[config.mk]
export PLATFORM = sky130hd
export DESIGN_NAME = hsv_to_rgb_converter
export DESIGN_NICKNAME = d
export VERILOG_FILES = /design/src/design/hsv2rgb_pkg.sv /design/src/design/hsv_to_rgb_converter.sv /design/src/design/hsv2rgb_hue_split.sv
export SDC_FILE = /design/constraint.sdc
export NUM_CORES = 1
export LEC_CHECK = 0
export BUFFER_PORTS_ARGS = -buffer_cell sky130_fd_sc_hd__buf_4
export CAP_MARGIN = 20
export CORE_MARGIN = 2
export CORE_UTILIZATION = 25
export CTS_CLUSTER_DIAMETER = 50
export DETAILED_ROUTE_END_ITERATION = 8
export HOLD_SLACK_MARGIN = 0.08
export SETUP_SLACK_MARGIN = 0.02
export SLEW_MARGIN = 40
export SYNTH_ARGS = -nofsm -noshare
export SYNTH_HDL_FRONTEND = slang
export SYNTH_SLANG_ARGS = --single-unit
[constraint.sdc]
create_clock -name clk -period 10.7 [get_ports clk]
set_input_delay 1.07 -clock clk [delete_from_list [all_inputs] [get_ports clk]]
set_output_delay 1.07 -clock clk [all_outputs]
set_load 0.05 [all_outputs]
[src/design/hsv2rgb_pkg.sv]
// ----------------------------------------------------------------------------
// hsv2rgb_pkg
// Shared types and constants of the HSV to RGB pixel converter.
// ----------------------------------------------------------------------------
package hsv2rgb_pkg;

	localparam int unsigned HueWidth   = 16;
	localparam int unsigned ChanWidth  = 8;
	localparam int unsigned AngleWidth = 9;
	localparam int unsigned FracWidth  = 8;

	localparam int unsigned HueTurn    = 360;
	localparam int unsigned SectorDeg  = 60;
	localparam int unsigned ChanMax    = 255;
	localparam int unsigned ChanShift  = 8;

	// floor(hue / 360) ~ (hue * RecipMul) >> RecipShift, low by at most one
	localparam int unsigned RecipShift = 24;
	localparam int unsigned RecipMul   = (1 << RecipShift) / HueTurn;
	localparam int unsigned QuotWidth  = 8;

	typedef enum logic [2:0] {
		SEC_RED_RISE   = 3'd0,
		SEC_GREEN_FALL = 3'd1,
		SEC_GREEN_RISE = 3'd2,
		SEC_BLUE_FALL  = 3'd3,
		SEC_BLUE_RISE  = 3'd4,
		SEC_RED_FALL   = 3'd5
	} sector_t;

	typedef struct packed {
		logic [HueWidth-1:0]  hue;
		logic [ChanWidth-1:0] saturation;
		logic [ChanWidth-1:0] brightness;
	} hsv_t;

	typedef struct packed {
		logic [ChanWidth-1:0] red;
		logic [ChanWidth-1:0] green;
		logic [ChanWidth-1:0] blue;
	} rgb_t;

	typedef struct packed {
		sector_t              sector;
		logic [FracWidth-1:0] frac;
		logic [ChanWidth-1:0] saturation;
		logic [ChanWidth-1:0] brightness;
	} split_t;

endpackage

[src/design/hsv_to_rgb_converter.sv]
// ----------------------------------------------------------------------------
// hsv_to_rgb_converter
// Integer HSV to 8-bit RGB pixel converter, six pipeline stages.
// ----------------------------------------------------------------------------
//  channel | valid     | stall     | payload
//  --------+-----------+-----------+---------------------------------
//  input   | hsv_valid | hsv_stall | hsv : hue, saturation, brightness
//  output  | rgb_valid | rgb_stall | rgb : red, green, blue
//
//  One pixel per clock while no stall holds the pipeline.
//  Stages: hue reciprocal multiply, modulo correction, sector split,
//  first level multiplies, second level multiplies, channel select.
//  Reset clears the stage valid bits only; no state is kept between pixels.
//  A stall holds every full stage behind it; empty stages keep filling.
// ----------------------------------------------------------------------------
module hsv_to_rgb_converter (
	input  logic              clk,
	input  logic              arst_n,
	input  logic              hsv_valid,
	output logic              hsv_stall,
	input  hsv2rgb_pkg::hsv_t hsv,
	output logic              rgb_valid,
	input  logic              rgb_stall,
	output hsv2rgb_pkg::rgb_t rgb
);
	import hsv2rgb_pkg::*;

	localparam int unsigned MulWidth = 2 * ChanWidth;

	logic   split_valid;
	logic   split_stall;
	split_t split;

	logic valid_s4, valid_s5, valid_s6;
	logic ready_s4, ready_s5, ready_s6;

	sector_t              sector_s4, sector_s5;
	logic [ChanWidth-1:0] sat_s4, bri_s4, sat_s5, bri_s5;
	logic [ChanWidth-1:0] att_fall_s4, att_rise_s4, lo_s4;
	logic [ChanWidth-1:0] fall_s5, rise_s5, lo_s5;
	rgb_t                 rgb_s6;

	logic [MulWidth-1:0]  mul_fall, mul_rise, mul_lo;
	logic [MulWidth-1:0]  mul_lvl_fall, mul_lvl_rise;
	rgb_t                 rgb_c;

	hsv2rgb_hue_split u_hue_split (
		.clk         (clk),
		.arst_n      (arst_n),
		.hsv_valid   (hsv_valid),
		.hsv_stall   (hsv_stall),
		.hsv         (hsv),
		.split_valid (split_valid),
		.split_stall (split_stall),
		.split       (split)
	);

	assign ready_s6    = !valid_s6 || !rgb_stall;
	assign ready_s5    = !valid_s5 || ready_s6;
	assign ready_s4    = !valid_s4 || ready_s5;
	assign split_stall = !ready_s4;

	always_ff @(posedge clk or negedge arst_n) begin
		if (!arst_n) begin
			valid_s4 <= 1'b0;
			valid_s5 <= 1'b0;
			valid_s6 <= 1'b0;
		end else begin
			if (ready_s4) valid_s4 <= split_valid;
			if (ready_s5) valid_s5 <= valid_s4;
			if (ready_s6) valid_s6 <= valid_s5;
		end
	end

	always_comb begin
		mul_fall = MulWidth'(split.saturation) * MulWidth'(split.frac);
		mul_rise = MulWidth'(split.saturation) * MulWidth'(ChanWidth'(ChanMax) - split.frac);
		mul_lo   = MulWidth'(split.brightness) *
		           MulWidth'(ChanWidth'(ChanMax) - split.saturation);
	end

	always_ff @(posedge clk) begin
		if (ready_s4) begin
			sector_s4   <= split.sector;
			sat_s4      <= split.saturation;
			bri_s4      <= split.brightness;
			att_fall_s4 <= mul_fall[ChanShift +: ChanWidth];
			att_rise_s4 <= mul_rise[ChanShift +: ChanWidth];
			lo_s4       <= mul_lo[ChanShift +: ChanWidth];
		end
	end

	always_comb begin
		mul_lvl_fall = MulWidth'(bri_s4) * MulWidth'(ChanWidth'(ChanMax) - att_fall_s4);
		mul_lvl_rise = MulWidth'(bri_s4) * MulWidth'(ChanWidth'(ChanMax) - att_rise_s4);
	end

	always_ff @(posedge clk) begin
		if (ready_s5) begin
			sector_s5 <= sector_s4;
			sat_s5    <= sat_s4;
			bri_s5    <= bri_s4;
			fall_s5   <= mul_lvl_fall[ChanShift +: ChanWidth];
			rise_s5   <= mul_lvl_rise[ChanShift +: ChanWidth];
			lo_s5     <= lo_s4;
		end
	end

	always_comb begin
		case (sector_s5)
			SEC_RED_RISE:   rgb_c = '{red: bri_s5,  green: rise_s5, blue: lo_s5};
			SEC_GREEN_FALL: rgb_c = '{red: fall_s5, green: bri_s5,  blue: lo_s5};
			SEC_GREEN_RISE: rgb_c = '{red: lo_s5,   green: bri_s5,  blue: rise_s5};
			SEC_BLUE_FALL:  rgb_c = '{red: lo_s5,   green: fall_s5, blue: bri_s5};
			SEC_BLUE_RISE:  rgb_c = '{red: rise_s5, green: lo_s5,   blue: bri_s5};
			default:        rgb_c = '{red: bri_s5,  green: lo_s5,   blue: fall_s5};
		endcase
		// gray
		if (sat_s5 == '0) begin
			rgb_c = '{red: bri_s5, green: bri_s5, blue: bri_s5};
		end
	end

	always_ff @(posedge clk) begin
		if (ready_s6) begin
			rgb_s6 <= rgb_c;
		end
	end

	assign rgb_valid = valid_s6;
	assign rgb       = rgb_s6;

endmodule

[src/design/hsv2rgb_hue_split.sv]
// ----------------------------------------------------------------------------
// hsv2rgb_hue_split
// Three-stage pipeline: hue modulo 360, then 60-degree sector and a
// remainder scaled to 0..250.
// ----------------------------------------------------------------------------
module hsv2rgb_hue_split (
	input  logic                clk,
	input  logic                arst_n,
	input  logic                hsv_valid,
	output logic                hsv_stall,
	input  hsv2rgb_pkg::hsv_t   hsv,
	output logic                split_valid,
	input  logic                split_stall,
	output hsv2rgb_pkg::split_t split
);
	import hsv2rgb_pkg::*;

	localparam int unsigned ProdWidth = HueWidth + 16;
	localparam int unsigned RemWidth  = HueWidth + 1;
	localparam int unsigned R60Width  = 6;

	logic valid_s1, valid_s2, valid_s3;
	logic ready_s1, ready_s2, ready_s3;

	logic [QuotWidth-1:0]  quot_s1;
	hsv_t                  pix_s1;
	logic [AngleWidth-1:0] angle_s2;
	logic [ChanWidth-1:0]  sat_s2, bri_s2;
	split_t                split_s3;

	logic [ProdWidth-1:0]  recip_prod;
	logic [RemWidth-1:0]   rem_full;
	logic [RemWidth-1:0]   rem_fix;
	sector_t               sector_c;
	logic [AngleWidth-1:0] base_c;
	logic [R60Width-1:0]   r60_c;
	logic [R60Width+4:0]   r60_x17;

	assign ready_s3  = !valid_s3 || !split_stall;
	assign ready_s2  = !valid_s2 || ready_s3;
	assign ready_s1  = !valid_s1 || ready_s2;
	assign hsv_stall = !ready_s1;

	always_ff @(posedge clk or negedge arst_n) begin
		if (!arst_n) begin
			valid_s1 <= 1'b0;
			valid_s2 <= 1'b0;
			valid_s3 <= 1'b0;
		end else begin
			if (ready_s1) valid_s1 <= hsv_valid;
			if (ready_s2) valid_s2 <= valid_s1;
			if (ready_s3) valid_s3 <= valid_s2;
		end
	end

	// estimate the turn count
	assign recip_prod = ProdWidth'(hsv.hue) * ProdWidth'(RecipMul);

	always_ff @(posedge clk) begin
		if (ready_s1) begin
			quot_s1 <= recip_prod[RecipShift +: QuotWidth];
			pix_s1  <= hsv;
		end
	end

	// remainder, then correct the one-low estimate
	always_comb begin
		rem_full = RemWidth'(pix_s1.hue) - RemWidth'(quot_s1) * RemWidth'(HueTurn);
		rem_fix  = (rem_full >= RemWidth'(HueTurn)) ? rem_full - RemWidth'(HueTurn)
		                                            : rem_full;
	end

	always_ff @(posedge clk) begin
		if (ready_s2) begin
			angle_s2 <= rem_fix[AngleWidth-1:0];
			sat_s2   <= pix_s1.saturation;
			bri_s2   <= pix_s1.brightness;
		end
	end

	// sector by compare, fraction = r60 * 255 / 60 = (r60 * 17) >> 2
	always_comb begin
		if (angle_s2 >= AngleWidth'(5 * SectorDeg)) begin
			sector_c = SEC_RED_FALL;
			base_c   = AngleWidth'(5 * SectorDeg);
		end else if (angle_s2 >= AngleWidth'(4 * SectorDeg)) begin
			sector_c = SEC_BLUE_RISE;
			base_c   = AngleWidth'(4 * SectorDeg);
		end else if (angle_s2 >= AngleWidth'(3 * SectorDeg)) begin
			sector_c = SEC_BLUE_FALL;
			base_c   = AngleWidth'(3 * SectorDeg);
		end else if (angle_s2 >= AngleWidth'(2 * SectorDeg)) begin
			sector_c = SEC_GREEN_RISE;
			base_c   = AngleWidth'(2 * SectorDeg);
		end else if (angle_s2 >= AngleWidth'(SectorDeg)) begin
			sector_c = SEC_GREEN_FALL;
			base_c   = AngleWidth'(SectorDeg);
		end else begin
			sector_c = SEC_RED_RISE;
			base_c   = '0;
		end
		r60_c   = R60Width'(angle_s2 - base_c);
		r60_x17 = {1'b0, r60_c, 4'b0000} + (R60Width+5)'(r60_c);
	end

	always_ff @(posedge clk) begin
		if (ready_s3) begin
			split_s3.sector     <= sector_c;
			split_s3.frac       <= r60_x17[2 +: FracWidth];
			split_s3.saturation <= sat_s2;
			split_s3.brightness <= bri_s2;
		end
	end

	assign split_valid = valid_s3;
	assign split       = split_s3;

endmodule
==> metrics.md, run 1 <==
| Metric | Value |
|---|---|
| Most common cell on crit path | `fa_1` |
| Final Max Tran Viols | `0` |
| Hold WC Path Type | `primary input to async pin` |
| Crit path max fanout | `4` |
| Design area | `25,400 sq um` |
| Grt total ovfl | `0` |
| FFs w/ async S/R, synth | `0.02885` |
| Largest net degree at the start of global routing | `44` |
| Layout area overhead | `12.53%` |
| Max Cap Viol | `0` |
| Post-synthesis sequential area ratio | `0.2754` |
| Num rows | `110` |
| Ys Warns | `0` |
| IO Pins | `62` |
| Critical Path Sink | `u_hue_split.quot_s1[7]` |
| Die Y-Extent | `304.5 microns` |
| Critical path depth | `20` |
| R2R depth | `23` |
| Num CTS Buffers | `29` |
| Mapped Cells | `2,134` |
| Worst r2r dst | `u_hue_split.angle_s2[5]` |
| PortBufs | `61` |
| Final Skew | `0.008261 ns` |
| Die area | `92,700 sq um` |
| Crit-path leading delay family | `adder cells` |
| Initial Util | `0.2515` |
| Syn Area/Cell | `10.58 sq um` |
| Critical Path Source Type | `primary input` |
| Clock sinks | `208` |
| Worst r2r src | `u_hue_split.quot_s1[1]` |
| Clock root buffer | `clkbuf_16` |
| Cell Area, Synth | `22,570 sq um` |
| Drc violations | `0` |
| 1st-pass router iterations | `5` |
| Buf/Inv on CP | `5` |
| Layout Nets | `2,807` |
| DR vias | `14,450` |
| Vias in the first global route | `14,830` |
| CP Capture Type | `flip-flop` |
| Wire per inst | `13.64 microns` |
| Top_reg_cell synth | `edfxtp_1` |
| Crit path cell chain | `buf_4, ha_1, inv_1, fa_1, inv_1, fa_1, inv_1, fa_1, fa_1, inv_1, fa_1, ha_1, a21o_1, a21o_1, a221oi_2, o221ai_2, o41ai_2, o21bai_1, a21oi_1, xnor2_1` |
| Initial antenna violation count | `1` |
| Cts hold-fix bufs | `0` |
| Vias per cell | `4.266` |
| Max incr delay on CP | `0.54 ns` |
| Fin util | `0.2830` |
| Final Cycle Share | `0.5559` |
| Post-layout min period | `5.948 ns` |
| Post-CTS Setup Bufs | `0` |
| Yosys reg bits | `208` |
| Post-CTS resize count | `0` |
| Slew @ Worst Pin | `0.7377 ns` |
| Origin of the worst setup path | `hsv[20]` |
| Share of layout cells above drive strength 1 | `0.06742` |
| Number of synthesized flops with an enable pin | `202` |
| Final Setup Violations | `0` |
| CTS clk-pin slew, worst paths | `0.06 ns` |
| CP Class | `primary input to flip-flop` |
| Worst-skew pair later-pin latency | `0.58 ns` |
| Final ANT Viol Nets | `0` |
| Total GRT Usage | `0.1017` |
| Post-Syn Nets | `2,754` |
| Critical path arrival | `6.28 ns` |
| Placed inst area | `24,410 sq um` |
| R2R setup slack | `5.07 ns` |
| Post-synthesis cell type count | `71` |
| H-Tree Depth | `1` |
| WL final | `46,190 microns` |
| First-pass GRT wire length | `77,220 microns` |
| CTS tree | `built` |
| DRT iter0 DRCs | `695` |
| Crit-path slowest cell | `fa_1` |
| Core Box Area | `89,740 sq um` |
| Worst EP required | `11.03 ns` |
| Final Hold Vio Count | `0` |
| Status | `finished clean` |
| Setup_tns | `0 ns` |
| FMAX | `168.1 MHz` |
| Antenna fix cells | `0` |
| Die Width | `304.5 microns` |
| RSZ-0062 raised after global routing | `no` |
| Final GP Congestion | `0.8905` |
| Relative slew slack | `0.5082` |
| Clk buf depth | `3` |
| Hpwl dp | `36,820 microns` |
cell families after synthesis:
| group | count (synthesis) | share of synthesized area |
|---|---|---|
| flops | 208 | 0.2754 |
| mux | 4 | 0.001774 |
| fa+ha+maj | 584 | 0.4102 |
| xor+xnor | 68 | 0.02672 |
| compound gates | 236 | 0.07013 |
| simple gates | 559 | 0.1365 |
| buf+inv | 475 | 0.07917 |
sequential cells by signal (all words and copies together), names as in the netlist, 9 cells and up:
register,cells
rgb,24
u_hue_split.pix_s1,32
u_hue_split.angle_s2,9
u_hue_split.split,27
worst reg2reg max path, cell delays in order (launching register included):
cell      delay, ns
edfxtp_1       0.45
ha_1           0.38
xor2_1         0.18
ha_1           0.27
inv_1          0.05
fa_1           0.49
inv_1          0.04
ha_1           0.33
nor2b_1        0.14
o21ai_0        0.22
a21oi_1        0.12
o21ai_0        0.16
nand2b_1       0.11
a21o_1         0.18
a21oi_1        0.17
xor2_1         0.21
ha_1           0.31
or3b_1         0.23
nand2b_1       0.07
a221o_1        0.34
nor4_2         0.29
nand4_2        0.22
o31ai_1        0.33
xnor2_1        0.09
metal layers:
| metal | part of all wire | up-vias | GRT usage |
|---|---|---|---|
| li1 | - | 7054 | - |
| met1 | 0.47 | 7092 | 0.1370 |
| met2 | 0.46 | 235 | 0.1685 |
| met3 | 0.047 | 65 | 0.02058 |
| met4 | 0.020 | 0 | 0.02130 |
| met5 | 0 | - | 0 |
per-stage QoR:
| step | instances | hold WS (ns) | worst slack, ns |
|---|---|---|---|
| floorplan | 2134 | 0.4003 | 4.555 |
| global route | 3386 | 0.2637 | 4.550 |
| global placement | 3330 | 0.4019 | 4.142 |
| CTS | 3385 | 0.2517 | 4.756 |
| detailed placement | 3331 | 0.4045 | 4.135 |
| finish | 3386 | 0.2864 | 4.752 |
worst min-delay path by stage:
| stage | depth (start not counted) | from | slack (ns) | endpoint |
|---|---|---|---|---|
| after floorplan | 0 | lo_s4[0] | 0.40 | lo_s5[0] |
| after global placement | 0 | u_hue_split.pix_s1[13] | 0.40 | u_hue_split.sat_s2[5] |
| after CTS | 1 | arst_n | 0.25 | valid_s4 |
| final | 1 | arst_n | 0.29 | rgb_valid |
| after detailed placement | 0 | lo_s4[2] | 0.40 | lo_s5[2] |
| after global routing | 1 | arst_n | 0.26 | u_hue_split.valid_s1 |
cell usage in the layout (no fill, tap or decap), types with 4 or more instances in the layout:
| cell type | n |
|---|---|
| o211ai_1 | 4 |
| a21oi_1 | 62 |
| buf_4 | 72 |
| and3_1 | 6 |
| o21ai_0 | 46 |
| inv_6 | 7 |
| o31ai_1 | 5 |
| nand4_1 | 6 |
| o22ai_1 | 17 |
| or3_1 | 4 |
| a22o_1 | 16 |
| nand3_1 | 12 |
| nor3_1 | 25 |
| nand2_1 | 84 |
| a22oi_1 | 9 |
| o21ai_1 | 5 |
| o21a_1 | 19 |
| xor2_1 | 21 |
| nand2b_1 | 131 |
| edfxtp_1 | 202 |
| nor2_1 | 85 |
| clkinv_4 | 4 |
| fa_1 | 260 |
| nor2b_1 | 144 |
| ha_1 | 324 |
| and2_1 | 33 |
| xnor2_1 | 46 |
| nand2_2 | 4 |
| a31oi_1 | 8 |
| a21o_1 | 14 |
| o211a_1 | 4 |
| mux2i_1 | 4 |
| inv_1 | 422 |
| dfrtp_1 | 6 |
| inv_8 | 4 |
| clkbuf_16 | 29 |
cell type report:
class                      instances  area [sq um]
multi-input combinational       1451         14580
tap                             1176          1471
clock buffer                      31         733.2
inverter                         423          1588
clock inverter                    23         240.2
sequential                       208          6216
fill                            9370         64340
timing repair buffer              74         566.8
synth_stat cells, drive strengths merged (4+ instances only):
cell type	number	area share
a21o	14	0.0047
o31ai	5	0.0017
clkbuf	47	0.0079
fa	260	0.23
a22oi	9	0.0030
nor4	4	0.0017
ha	324	0.18
a21oi	65	0.015
nand2b	131	0.036
mux2i	4	0.0018
and3	6	0.0017
o21ai	51	0.011
edfxtp	202	0.27
xor2	22	0.0089
nor2	85	0.014
o21a	19	0.0063
o211ai	4	0.0013
a31oi	9	0.0028
nand2	88	0.015
inv	423	0.070
buf	5	0.00094
nand3	13	0.0029
and2	33	0.0091
nor3	26	0.0060
nand4	7	0.0022
dfrtp	6	0.0067
nor2b	144	0.040
o211a	4	0.0018
a22o	16	0.0062
or3	4	0.0011
o22ai	18	0.0053
xnor2	46	0.018
Power of run 1 is not shown: default switching activity piles up to over one toggle a cycle in this logic, so the estimate is an artifact.
==> inputs of run 2 (changes only) <==
==> constraint.sdc (replaced) <==
create_clock -name clk -period 5.31 [get_ports clk]
set_input_delay 0.531 -clock clk [delete_from_list [all_inputs] [get_ports clk]]
set_output_delay 0.531 -clock clk [all_outputs]
set_load 0.05 [all_outputs]
==> metrics.md, run 2 (synthesis results as in run 1) <==
| Metric | Value |
|---|---|
| Status | `finished clean (unchanged)` |
| Wire per inst | `13.66 microns (was 13.64 microns)` |
| Relative slew slack | `0.5438 (was 0.5082)` |
| Antenna fix cells | `0 (unchanged)` |
| Fin util | `0.2934 (was 0.2830)` |
| Final Cycle Share | `0.9538` |
| Worst EP required | `5.62 ns (was 11.03 ns)` |
| Top reg by flops | `u_hue_split.pix_s1 (unchanged)` |
| Hold WC Path Type | `primary input to flip-flop (was primary input to async pin)` |
| Share of layout cells above drive strength 1 | `0.1123 (was 0.06742)` |
| Layout area overhead | `16.64% (was 12.53%)` |
| Num CTS Buffers | `31 (was 29)` |
| Worst r2r src | `u_hue_split.quot_s1[2] (was u_hue_split.quot_s1[1])` |
| 1st-pass router iterations | `5 (unchanged)` |
| Final GP Congestion | `0.8708 (was 0.8905)` |
| Clk buf depth | `3 (unchanged)` |
| Max Cap Viol | `0 (unchanged)` |
| Most common cell on crit path | `ha_1 (was fa_1)` |
| Crit-path leading delay family | `adder cells (unchanged)` |
| Hold_sp | `hsv[0]` |
| Critical path arrival | `5.38 ns (was 6.28 ns)` |
| Final Max Tran Viols | `0 (unchanged)` |
| Most frequent cells in the layout | `inv_1 (420), ha_1 (318), fa_1 (258) (was inv_1 (422), ha_1 (324), fa_1 (260))` |
| Worst setup margin | `0.2454 ns (was 4.752 ns)` |
| PortBufs | `61 (unchanged)` |
| Final Skew | `0.04225 ns (was 0.008261 ns)` |
| Crit-path slowest cell | `edfxtp_1 (was fa_1)` |
| CTS tree | `built (unchanged)` |
| Critical Path Source Type | `flip-flop (was primary input)` |
| Max incr delay on CP | `0.46 ns (was 0.54 ns)` |
| WL final | `47,570 microns (was 46,190 microns)` |
| Core Box Area | `89,740 sq um (unchanged)` |
| Crit path max fanout | `5 (was 4)` |
| Buf/Inv on CP | `4 (was 5)` |
| DRT iter0 DRCs | `540 (was 695)` |
| Die Y-Extent | `304.5 microns (unchanged)` |
| Initial Util | `0.2515 (unchanged)` |
| Clock sinks | `208 (unchanged)` |
| Clock root buffer | `clkbuf_16 (unchanged)` |
| Largest net degree at the start of global routing | `45 (was 44)` |
| FMAX | `197.4 MHz` |
| Drc violations | `0 (unchanged)` |
| Final Hold Vio Count | `0 (unchanged)` |
| First-pass GRT wire length | `79,150 microns (was 77,220 microns)` |
| Initial antenna violation count | `2 (was 1)` |
| Num rows | `110 (unchanged)` |
| Vias in the first global route | `15,260 (was 14,830)` |
| Dpl ws | `-0.3377 ns (was 4.135 ns)` |
| Post-layout min period | `5.065 ns` |
| Final Setup Violations | `0 (unchanged)` |
| IO Pins | `62 (unchanged)` |
| Layout Nets | `2,902 (was 2,807)` |
| H-Tree Depth | `1 (unchanged)` |
| Die Width | `304.5 microns (unchanged)` |
| Final ANT Viol Nets | `0 (unchanged)` |
| Vias per cell | `4.215 (was 4.266)` |
| Origin of the worst setup path | `u_hue_split.quot_s1[2] (was hsv[20])` |
| CP Capture Type | `flip-flop (unchanged)` |
| Hpwl dp | `38,740 microns (was 36,820 microns)` |
| Grt total ovfl | `0 (unchanged)` |
| CTS clk-pin slew, worst paths | `0.06 ns (about the same)` |
| Die area | `92,700 sq um (unchanged)` |
| Slew @ Worst Pin | `0.6843 ns (was 0.7377 ns)` |
| RSZ-0062 raised after global routing | `yes (was no)` |
| CP Class | `flip-flop to flip-flop (was primary input to flip-flop)` |
| Total GRT Usage | `0.1040 (was 0.1017)` |
| Commonest non-fill, non-tap cell in the layout | `inv_1 (unchanged)` |
| DR vias | `14,680 (was 14,450)` |
| Worst-skew pair later-pin latency | `0.60 ns (was 0.58 ns)` |
| Max reg flops | `32 (unchanged)` |
## run 2: changes by cell type in the layout (fill, tap and decap cells not counted), moves of 3 or more
cell,previous run,this run
ha_1,324,318
buf_12,0,3
o21ai_1,5,8
o31ai_1,5,1
buf_4,72,161
clkinv_4,4,1
o21ai_0,46,43
ha_4,0,5
## run 2: layout make-up
| cell class | count | area [sq um] |
|---|---|---|
| Fill cell | 9376 | 63410 |
| Tap cell | 1176 | 1471 |
| Clock buffer | 34 | 787.0 |
| Inverter | 423 | 1588 |
| Timing Repair Buffer | 167 | 1305 |
| Clock inverter | 24 | 246.5 |
| Sequential cell | 208 | 6216 |
| Multi-Input combinational cell | 1451 | 14710 |
## run 2: worst paths after layout
check	end	slack, ns	cells past startpoint
setup / recovery	u_hue_split.angle_s2[7]	0.25	25
hold / removal	u_hue_split.pix_s1[0]	0.14	1
setup reg to reg	u_hue_split.angle_s2[7]	0.25	25
hold reg to reg	sector_s4[0]	0.38	0
max in group asynchronous	valid_s4	4.89	2
min in group asynchronous	rgb_valid	0.28	2
## run 2: routing by layer
metal / up-vias / track usage / wire [microns]
li1: 7247 / - / -
met1: 7154 / 0.1383 / 22440
met2: 218 / 0.1784 / 22450
met3: 57 / 0.01711 / 1772
met4: 4 / 0.01980 / 881
met5: - / 0 / 22
## run 2: what timing repair did
item                       in CTS  in global routing
hold endpoints to repair        6                  0
pin swaps                       2                 15
buffers inserted                0                  5
resized for setup               4                 14
setup endpoints to repair       6                  7
hold buffers                    1                  0
## run 2: metrics by stage
stage               instance area [sq um]   TNS, ns  std cells  hold WS, ns
floorplan                           22600  -0.03525       2134       0.2354
global placement                    25110   -0.7740       3418       0.3412
detailed placement                  25140    -1.010       3419       0.3430
CTS                                 26190         0       3478       0.1095
global route                        26330  -0.05526       3483       0.1070
finish                              26330         0       3483       0.1373
Power of run 2 is left out for the same reason.
